--- src/hdl/optt_pkg.sv ---
`timescale 1ns / 1ps
package optt_pkg;
   localparam int SLOTS_DEF = 16;
   localparam int MAX_RSP   = 16;
   localparam int NOW_W     = 48;
   localparam int PER_W     = 15;

   localparam logic [2:0] OP_ONCE    = 3'd0;
   localparam logic [2:0] OP_PERIOD  = 3'd1;
   localparam logic [2:0] OP_CANCEL  = 3'd2;
   localparam logic [2:0] OP_CLEAR   = 3'd3;
   localparam logic [2:0] OP_TICK    = 3'd4;
   localparam logic [2:0] OP_START   = 3'd5;
   localparam logic [2:0] OP_STOP    = 3'd6;
   localparam logic [2:0] OP_UNKNOWN = 3'd7;

   localparam logic [2:0] K_ACCEPT = 3'd0;
   localparam logic [2:0] K_REJECT = 3'd1;
   localparam logic [2:0] K_ONCE   = 3'd2;
   localparam logic [2:0] K_PERIOD = 3'd3;
   localparam logic [2:0] K_IDLE   = 3'd4;

   typedef struct packed {
      logic [2:0]         op;
      logic signed [15:0] delay;
      logic [31:0]        target_id;
   } req_type;

   typedef struct packed {
      logic [2:0]  kind;
      logic [31:0] tmr_id;
      logic        last;
      logic [4:0]  pending_count;
   } rsp_type;

   typedef struct packed {
      logic [31:0]      id;
      logic [NOW_W-1:0] deadline;
      logic [PER_W-1:0] period;
   } entry_type;

   typedef enum logic [2:0] {
      ST_IDLE, ST_CAN_RD, ST_CAN_EV, ST_HIT_RD, ST_HIT_EV, ST_SEL_RD, ST_SEL_EV
   } state_type;
endpackage

--- src/hdl/oneshot_periodic_timer_table.sv ---
`timescale 1ns / 1ps
// Schedule, cancel all, start, stop, unknown op: result in the cycle after the request.
// Cancel: memory scan, reading and then checking one slot at a time, ending at the first match.
// Tick: full expiry scan, then one full selection scan per fired timer plus one per group.
// One request at a time; busy is high until it ends, for tick maybe after the last result.
// Reset (synchronous): stopped, time 0, next id 1, table empty. Receiver cannot stall.
module oneshot_periodic_timer_table #(
   parameter int SLOTS = optt_pkg::SLOTS_DEF
) (
   input  logic              clock,
   input  logic              reset,
   input  logic              start,
   output logic              busy,
   input  optt_pkg::req_type req_data,
   output logic              rsp_valid,
   output optt_pkg::rsp_type rsp_data
);
   localparam int IW = $clog2(SLOTS);
   localparam int CW = $clog2(SLOTS + 1);
   localparam logic [IW-1:0] LAST_IDX = IW'(SLOTS - 1);

   optt_pkg::entry_type mem [SLOTS];
   optt_pkg::entry_type rd_data_ff;
   logic                mem_we;
   logic [IW-1:0]       mem_waddr;
   optt_pkg::entry_type mem_wdata;

   optt_pkg::state_type state_ff, state_in;
   logic [optt_pkg::NOW_W-1:0] now_ff, now_in;
   logic                running_ff, running_in;
   logic [31:0]         next_id_ff, next_id_in;
   logic [SLOTS-1:0]    valid_ff, valid_in;
   logic [SLOTS-1:0]    hit_ff, hit_in;
   logic [CW-1:0]       count_ff, count_in;
   logic [CW-1:0]       total_ff, total_in;
   logic [CW-1:0]       once_ff, once_in;
   logic [4:0]          sent_ff, sent_in;
   logic [IW-1:0]       idx_ff, idx_in;
   logic                cls_ff, cls_in;
   logic                found_ff, found_in;
   optt_pkg::entry_type best_ff, best_in;
   logic [IW-1:0]       best_idx_ff, best_idx_in;
   optt_pkg::req_type   req_ff, req_in;
   logic                rsp_valid_ff, rsp_valid_in;
   optt_pkg::rsp_type   rsp_ff, rsp_in;

   logic [IW-1:0]       free_idx;
   logic                free_ok;
   logic [4:0]          lim;

   always_ff @(posedge clock) begin
      if (mem_we) begin
         mem[mem_waddr] <= mem_wdata;
      end
      rd_data_ff <= mem[idx_ff];
   end

   always_comb begin
      free_idx = '0;
      free_ok  = 1'b0;
      for (int i = SLOTS - 1; i >= 0; i--) begin
         if (!valid_ff[i]) begin
            free_idx = IW'(i);
            free_ok  = 1'b1;
         end
      end
   end

   assign lim = (int'(total_ff) > optt_pkg::MAX_RSP) ? 5'(optt_pkg::MAX_RSP) : 5'(total_ff);

   always_comb begin
      logic [14:0] d;
      logic        bad;
      logic        sel;
      logic        take;
      state_in     = state_ff;
      now_in       = now_ff;
      running_in   = running_ff;
      next_id_in   = next_id_ff;
      valid_in     = valid_ff;
      hit_in       = hit_ff;
      count_in     = count_ff;
      total_in     = total_ff;
      once_in      = once_ff;
      sent_in      = sent_ff;
      idx_in       = idx_ff;
      cls_in       = cls_ff;
      found_in     = found_ff;
      best_in      = best_ff;
      best_idx_in  = best_idx_ff;
      req_in       = req_ff;
      rsp_valid_in = 1'b0;
      rsp_in       = rsp_ff;
      mem_we       = 1'b0;
      mem_waddr    = free_idx;
      mem_wdata    = best_ff;
      d            = req_data.delay[15] ? 15'd0 : req_data.delay[14:0];
      bad          = 1'b0;
      sel          = 1'b0;
      take         = 1'b0;
      unique case (state_ff)
         optt_pkg::ST_IDLE: begin
            if (start) begin
               req_in            = req_data;
               rsp_valid_in      = 1'b1;
               rsp_in.kind       = optt_pkg::K_ACCEPT;
               rsp_in.tmr_id     = '0;
               rsp_in.last       = 1'b1;
               priority if (req_data.op == optt_pkg::OP_ONCE ||
                            req_data.op == optt_pkg::OP_PERIOD) begin
                  bad = !running_ff || !free_ok ||
                        (req_data.op == optt_pkg::OP_PERIOD &&
                         (req_data.delay[15] || req_data.delay == '0));
                  if (bad) begin
                     rsp_in.kind = optt_pkg::K_REJECT;
                  end else begin
                     mem_we             = 1'b1;
                     mem_wdata.id       = next_id_ff;
                     mem_wdata.deadline = now_ff + optt_pkg::NOW_W'(d);
                     mem_wdata.period   = (req_data.op == optt_pkg::OP_PERIOD) ? d : '0;
                     valid_in[free_idx] = 1'b1;
                     count_in           = count_ff + 1'b1;
                     rsp_in.tmr_id      = next_id_ff;
                     next_id_in = (next_id_ff == '1) ? 32'd1 : next_id_ff + 32'd1;
                  end
               end else if (req_data.op == optt_pkg::OP_CANCEL) begin
                  if (req_data.target_id == '0) begin
                     rsp_in.kind = optt_pkg::K_REJECT;
                  end else begin
                     rsp_valid_in = 1'b0;
                     idx_in       = '0;
                     state_in     = optt_pkg::ST_CAN_RD;
                  end
               end else if (req_data.op == optt_pkg::OP_CLEAR) begin
                  valid_in = '0;
                  count_in = '0;
               end else if (req_data.op == optt_pkg::OP_TICK) begin
                  rsp_valid_in = 1'b0;
                  now_in       = now_ff + 1'b1;
                  idx_in       = '0;
                  hit_in       = '0;
                  total_in     = '0;
                  once_in      = '0;
                  sent_in      = '0;
                  state_in     = optt_pkg::ST_HIT_RD;
               end else if (req_data.op == optt_pkg::OP_START) begin
                  running_in = 1'b1;
               end else if (req_data.op == optt_pkg::OP_STOP) begin
                  running_in = 1'b0;
                  valid_in   = '0;
                  count_in   = '0;
               end else begin
                  rsp_in.kind = optt_pkg::K_REJECT;
               end
               rsp_in.pending_count = 5'(count_in);
            end
         end
         optt_pkg::ST_CAN_RD: state_in = optt_pkg::ST_CAN_EV;
         optt_pkg::ST_CAN_EV: begin
            rsp_in.tmr_id = '0;
            rsp_in.last   = 1'b1;
            if (valid_ff[idx_ff] && rd_data_ff.id == req_ff.target_id) begin
               valid_in[idx_ff]     = 1'b0;
               count_in             = count_ff - 1'b1;
               rsp_valid_in         = 1'b1;
               rsp_in.kind          = optt_pkg::K_ACCEPT;
               rsp_in.pending_count = 5'(count_in);
               state_in             = optt_pkg::ST_IDLE;
            end else if (idx_ff == LAST_IDX) begin
               rsp_valid_in         = 1'b1;
               rsp_in.kind          = optt_pkg::K_REJECT;
               rsp_in.pending_count = 5'(count_ff);
               state_in             = optt_pkg::ST_IDLE;
            end else begin
               idx_in   = idx_ff + 1'b1;
               state_in = optt_pkg::ST_CAN_RD;
            end
         end
         optt_pkg::ST_HIT_RD: state_in = optt_pkg::ST_HIT_EV;
         optt_pkg::ST_HIT_EV: begin
            if (valid_ff[idx_ff] && rd_data_ff.deadline <= now_ff) begin
               hit_in[idx_ff] = 1'b1;
               total_in       = total_ff + 1'b1;
               if (rd_data_ff.period == '0) begin
                  once_in = once_ff + 1'b1;
               end
            end
            if (idx_ff == LAST_IDX) begin
               count_in = count_ff - once_in;
               idx_in   = '0;
               cls_in   = 1'b0;
               found_in = 1'b0;
               if (total_in == '0) begin
                  rsp_valid_in         = 1'b1;
                  rsp_in.kind          = optt_pkg::K_IDLE;
                  rsp_in.tmr_id        = '0;
                  rsp_in.last          = 1'b1;
                  rsp_in.pending_count = 5'(count_in);
                  state_in             = optt_pkg::ST_IDLE;
               end else begin
                  state_in = optt_pkg::ST_SEL_RD;
               end
            end else begin
               idx_in   = idx_ff + 1'b1;
               state_in = optt_pkg::ST_HIT_RD;
            end
         end
         optt_pkg::ST_SEL_RD: state_in = optt_pkg::ST_SEL_EV;
         optt_pkg::ST_SEL_EV: begin
            if (hit_ff[idx_ff] && ((rd_data_ff.period != '0) == cls_ff)) begin
               sel = !found_ff || rd_data_ff.deadline < best_ff.deadline ||
                     (rd_data_ff.deadline == best_ff.deadline && rd_data_ff.id < best_ff.id);
            end
            if (sel) begin
               found_in    = 1'b1;
               best_in     = rd_data_ff;
               best_idx_in = idx_ff;
            end
            take = found_ff || sel;
            if (idx_ff == LAST_IDX) begin
               idx_in   = '0;
               found_in = 1'b0;
               state_in = optt_pkg::ST_SEL_RD;
               if (take) begin
                  hit_in[best_idx_in] = 1'b0;
                  if (sent_ff < lim) begin
                     rsp_valid_in         = 1'b1;
                     rsp_in.kind          = cls_ff ? optt_pkg::K_PERIOD : optt_pkg::K_ONCE;
                     rsp_in.tmr_id        = best_in.id;
                     rsp_in.last          = (sent_ff == lim - 5'd1);
                     rsp_in.pending_count = 5'(count_ff);
                     sent_in              = sent_ff + 5'd1;
                  end
                  if (cls_ff) begin
                     mem_we             = 1'b1;
                     mem_waddr          = best_idx_in;
                     mem_wdata          = best_in;
                     mem_wdata.deadline = now_ff + optt_pkg::NOW_W'(best_in.period);
                  end else begin
                     valid_in[best_idx_in] = 1'b0;
                  end
               end else if (!cls_ff) begin
                  cls_in = 1'b1;
               end else begin
                  state_in = optt_pkg::ST_IDLE;
               end
            end else begin
               idx_in   = idx_ff + 1'b1;
               state_in = optt_pkg::ST_SEL_RD;
            end
         end
         default: state_in = optt_pkg::ST_IDLE;
      endcase
   end

   always_ff @(posedge clock) begin
      if (reset) begin
         state_ff     <= optt_pkg::ST_IDLE;
         now_ff       <= '0;
         running_ff   <= 1'b0;
         next_id_ff   <= 32'd1;
         valid_ff     <= '0;
         count_ff     <= '0;
         rsp_valid_ff <= 1'b0;
      end else begin
         state_ff     <= state_in;
         now_ff       <= now_in;
         running_ff   <= running_in;
         next_id_ff   <= next_id_in;
         valid_ff     <= valid_in;
         count_ff     <= count_in;
         rsp_valid_ff <= rsp_valid_in;
      end
   end

   always_ff @(posedge clock) begin
      hit_ff      <= hit_in;
      total_ff    <= total_in;
      once_ff     <= once_in;
      sent_ff     <= sent_in;
      idx_ff      <= idx_in;
      cls_ff      <= cls_in;
      found_ff    <= found_in;
      best_ff     <= best_in;
      best_idx_ff <= best_idx_in;
      req_ff      <= req_in;
      rsp_ff      <= rsp_in;
   end

   assign busy      = (state_ff != optt_pkg::ST_IDLE);
   assign rsp_valid = rsp_valid_ff;
   assign rsp_data  = rsp_ff;
endmodule
--- config.mk ---
export PLATFORM = sky130hd
export DESIGN_NAME = oneshot_periodic_timer_table
export DESIGN_NICKNAME = d
export VERILOG_FILES = /design/src/hdl/optt_pkg.sv /design/src/hdl/oneshot_periodic_timer_table.sv
export SDC_FILE = /design/constraint.sdc
export NUM_CORES = 2
export LEC_CHECK = 0
export BUFFER_PORTS_ARGS = -buffer_cell sky130_fd_sc_hd__clkbuf_2
export CAP_MARGIN = 15
export CORE_ASPECT_RATIO = 0.7
export CORE_MARGIN = 1
export CORE_UTILIZATION = 45
export CTS_CLUSTER_DIAMETER = 40
export DETAILED_ROUTE_END_ITERATION = 7
export PLACE_DENSITY = 0.65
export SYNTH_ARGS = -nofsm -noshare
export SYNTH_HDL_FRONTEND = slang
export SYNTH_SLANG_ARGS = --single-unit
--- constraint.sdc ---
create_clock -name clock -period 28.3 [get_ports clock]
set_input_delay 4.245 -clock clock [delete_from_list [all_inputs] [get_ports clock]]
set_output_delay 4.245 -clock clock [all_outputs]
set_load 0.05 [all_outputs]
==> metrics.md <==
| Metric | Value |
|---|---|
| Status | `completed` |
| Final #Nets | `roughly 5300` |
| Post-Synth Adder-Cell Area | `2.87%` |
| Max-slew violations | `0` |
| Crit path max-delay cell type | `and4b_4` |
| Sequential fraction of the synthesis area | `68.2%` |
| I/O pin total | `97` |
| Congestion Overflow GR | `0` |
| Die area | `about 180000 um^2` |
| Clock transition at the registers of the reported paths | `approximately 0.06 ns` |
| Area growth syn-to-layout | `12.3%` |
| Post-CTS Hold Buffers | `0` |
| Most frequent cells in the layout | `edfxtp_1 (1729), mux4_2 (484), nor2_1 (238)` |
| Placer Congestion | `0.947` |
| Initial Util | `45.5%` |
| Min-delay src | `now_ff[41]$_SDFFE_PP0P_` |
| First-pass GRT wire length | `311000 um` |
| Pin count of the biggest net entering global routing | `roughly 150` |
| Crit path buf inv count | `3` |
| Number of cells on the worst hold path | `2` |
| Post-CTS sizing | `0` |
| Initial drt markers | `between 5000 and 6000` |
| Finish-stage setup viols | `0` |
| Dpl hpwl | `around 130000 um` |
| Setup bufs post-CTS | `0` |
| Endpoints failing hold | `0` |
| Core Region | `180000 um^2` |
| Worst path max stage delay | `a little under 0.9 ns` |
| CP Data Required Time | `28.74 ns` |
| Reg2reg path depth | `22` |
| CTS root buffer | `clkbuf_16` |
| Delay-heaviest family, CP | `buffers and inverters` |
| CP Depth | `9` |
| Top_reg_cell synth | `edfxtp_1` |
| Largest area contributor in the netlist | `edfxtp_1` |
| WP data arrival | `a little over 9 ns` |
| Max_cap viols | `0` |
| Worst Tran Pin Value | `between 1 and 1.5 ns` |
| Synthesis-stage register bit count | `around 1900` |
| PwrDens | `about 76 nW/um^2` |
| Synthesized instance count | `approximately 4900` |
| Synth unique cells | `90` |
| Critical setup path kind | `primary input to register` |
| Post-Synthesis Cell Area | `82000 um^2` |
| Clk_lat worst skew | `between 0.8 and 0.9 ns` |
| Top cell type's share of synthesized area | `between 60% and 70%` |
| Slew headroom | `between 10% and 20%` |
| Standard-cell rows | `130` |
| CP Capture Type | `register` |
| Hold Path Class | `register to register` |
| Syn Area/Cell | `between 15 and 20 um^2` |
| EDFF count, synth | `1729` |
| Min cycle time layout | `8.68 ns` |
| Crit Reg-Reg Endpoint | `mem[2][49]$_DFFE_PP_` |
| Final TNS setup | `0 ns` |
| WL per Instance | `27.9 um` |
| Die height | `roughly 360 um` |
| Total Routed Length | `211000 um` |
| Clk sinks | `roughly 1900` |
| Die Wd | `512 um` |
| Post-synthesis simple-gate area fraction | `between 5 and 6%` |
| Vias in the first global route | `around 45000` |
| CP most frequent cell | `buf_4` |
| Clk_skew | `around 0.040 ns` |
| Total GRT Usage | `between 20 and 25%` |
| Antenna violations before repair | `4` |
| Vias | `about 47000` |
| # DRC | `0` |
| CTS Buf Count | `~190` |
| DR pass1 iterations | `6` |
| RSZ-0062 raised after global routing | `false` |
| Synth Area in Compound Gates | `under 10%` |
| Period utilization | `slightly above 30%` |
| Worst-path fanout max | `38` |
| Peak Freq | `115 MHz` |
| Ys Warns | `0` |
| Synth area leaders | `edfxtp_1 (63%), mux4_2 (13%), dfxtp_1 (4.9%)` |
| Synth async-reset ratio | `0%` |
| Commonest non-fill, non-tap cell in the layout | `edfxtp_1` |
| Vias per cell | `6.16` |
| Hold endpoint | `now_ff[41]$_SDFFE_PP0P_` |
| Cell Chain, Critical Path | `clkbuf_2 -> a41o_1 -> a2111oi_4 -> nand2_4 -> nor2_1 -> a21oi_2 -> and4b_4 -> buf_4 -> buf_4` |
| Final core occ | `between 50% and 60%` |
| Fraction of layout cells with a size suffix above 1 | `between 20% and 30%` |
| Max VDD drop | `roughly 0.070 mV` |
| Final ANT Viol Nets | `0` |
| CTS tree | `built` |
| Max H-tree Level | `4` |
| Syn_nets | `between 5000 and 6000` |
| Clock buffer depth | `3` |
| Mux share of post-synthesis cell area | `13.8%` |
| Worst reg2reg setup slack | `roughly 20 ns` |
| Number of I/O port buffers | `96` |
| Crit path launch type | `primary input` |
| Xor and xnor area share after synthesis | `~2.1%` |
| Filler cells | `14500` |
| Main combinational cell family by area after synthesis | `multiplexers` |
| Leakage power | `a little over 0.03 uW` |
| Origin of the critical flop-to-flop path | `best_ff[92]$_DFFE_PP_` |
[worst max-delay path by stage]
stage | to | startpoint | slack (ns)
2_1_floorplan | mem[4][0]$_DFFE_PP_ | req_data[35] | 12.26
3_3_place_gp | mem[6][45]$_DFFE_PP_ | req_data[47] | 18.94
3_5_place_dp | mem[6][45]$_DFFE_PP_ | req_data[47] | 18.86
4_1_cts | mem[6][57]$_DFFE_PP_ | req_data[47] | 19.73
5_1_grt | mem[6][71]$_DFFE_PP_ | req_data[47] | 19.56
6_report | mem[6][57]$_DFFE_PP_ | req_data[47] | 19.62
[stage by stage]
| step | instances | setup WS (ns) | total power, uW | area [um^2] | hold WS [ns] |
|---|---|---|---|---|---|
| after floorplan | 4854 | 12.26 | 4150 | 82000 | 0.458 |
| after global placement | 7193 | 18.94 | 4510 | 85600 | 0.468 |
| after detailed placement | 7198 | 18.86 | 4520 | 85700 | 0.493 |
| after CTS | 7551 | 19.73 | 7070 | 92000 | 0.505 |
| after global routing | 7570 | 19.56 | 7280 | 92100 | 0.528 |
| final | 7572 | 19.62 | 7030 | 92100 | 0.502 |
[tightest hold or removal path, delay by kind of cell, from the launching register on]
| kind | cells | cell delay (ns) |
|---|---|---|
| DFF | 1 | 0.32 |
| AOI/OAI and AO/OA | 2 | 0.14 |
[sequential cells by signal (all words and copies together) (netlist names)]
name / flops
mem: 1520
best_idx_ff: 4
valid_ff: 16
total_ff: 5
running_ff: 1
state_ff: 3
sent_ff: 5
rd_data_ff: 95
req_ff: 32
next_id_ff: 32
rsp_valid: 1
count_ff: 5
hit_ff: 16
idx_ff: 4
best_ff: 95
rsp_data: 41
found_ff: 1
once_ff: 5
cls_ff: 1
now_ff: 48
[cells in the mapped netlist, drive strengths merged, types with 5 or more instances]
library cell	instances
nor3	71
mux4	484
a311oi	11
mux2i	14
nor2	242
and4	7
edfxtp	1729
nor4	45
a2111oi	5
or3	18
o21ai	148
ha	183
mux2	22
o21bai	7
dfxtp	201
xnor2	149
nand2b	15
o31ai	10
a21o	38
clkbuf	175
and3	90
xor2	48
nand3	123
nor2b	32
a22o	34
a31oi	49
and2	13
a221oi	27
o221ai	19
or2	5
a21oi	130
nor3b	8
a211oi	17
nand2	232
a221o	31
nand4	61
o22ai	6
o211ai	17
buf	77
o21a	8
o311ai	6
inv	167
a22oi	22
[routing by layer]
layer,track usage [%],part of all wire [%],up-vias
li1,-,-,19800
met1,35.2,44,24300
met2,32.3,43,2244
met3,6.08,10,274
met4,5.60,2.1,2
met5,0.388,0.047,-
[area by class of cell]
cell class / count / area, um^2 / share of cell area [%]
Clock buffer: 242 / 5080 / 5.51
Antenna cell: 3 / 7.51 / 0.00815
Timing Repair Buffer: 238 / 1620 / 1.76
Tap cell: 2376 / 2970 / 3.23
Multi-Input combinational cell: 2502 / 24600 / 26.7
Inverter: 170 / 641 / 0.695
Sequential cell: 1930 / 55900 / 60.7
Clock inverter: 111 / 1250 / 1.36
[cells by family (layout without fill, tap and decap cells)]
| family | after synthesis | in the layout |
|---|---|---|
| AOI/OAI and AO/OA | 621 | 621 |
| buffers and inverters | 422 | 761 |
| muxes | 520 | 520 |
| DFF | 1930 | 1930 |
| adders and majority gates | 186 | 186 |
| xor gates and xnor gates | 198 | 198 |
| other | 0 | 3 |
| and+or+nand+nor | 977 | 977 |
[power by group]
group	switching, uW	internal (uW)
sequential	141	3220
combinational	608	507
clock	1110	1450
total	1860	5170
Note: power is estimated with default switching activity, not from simulation.
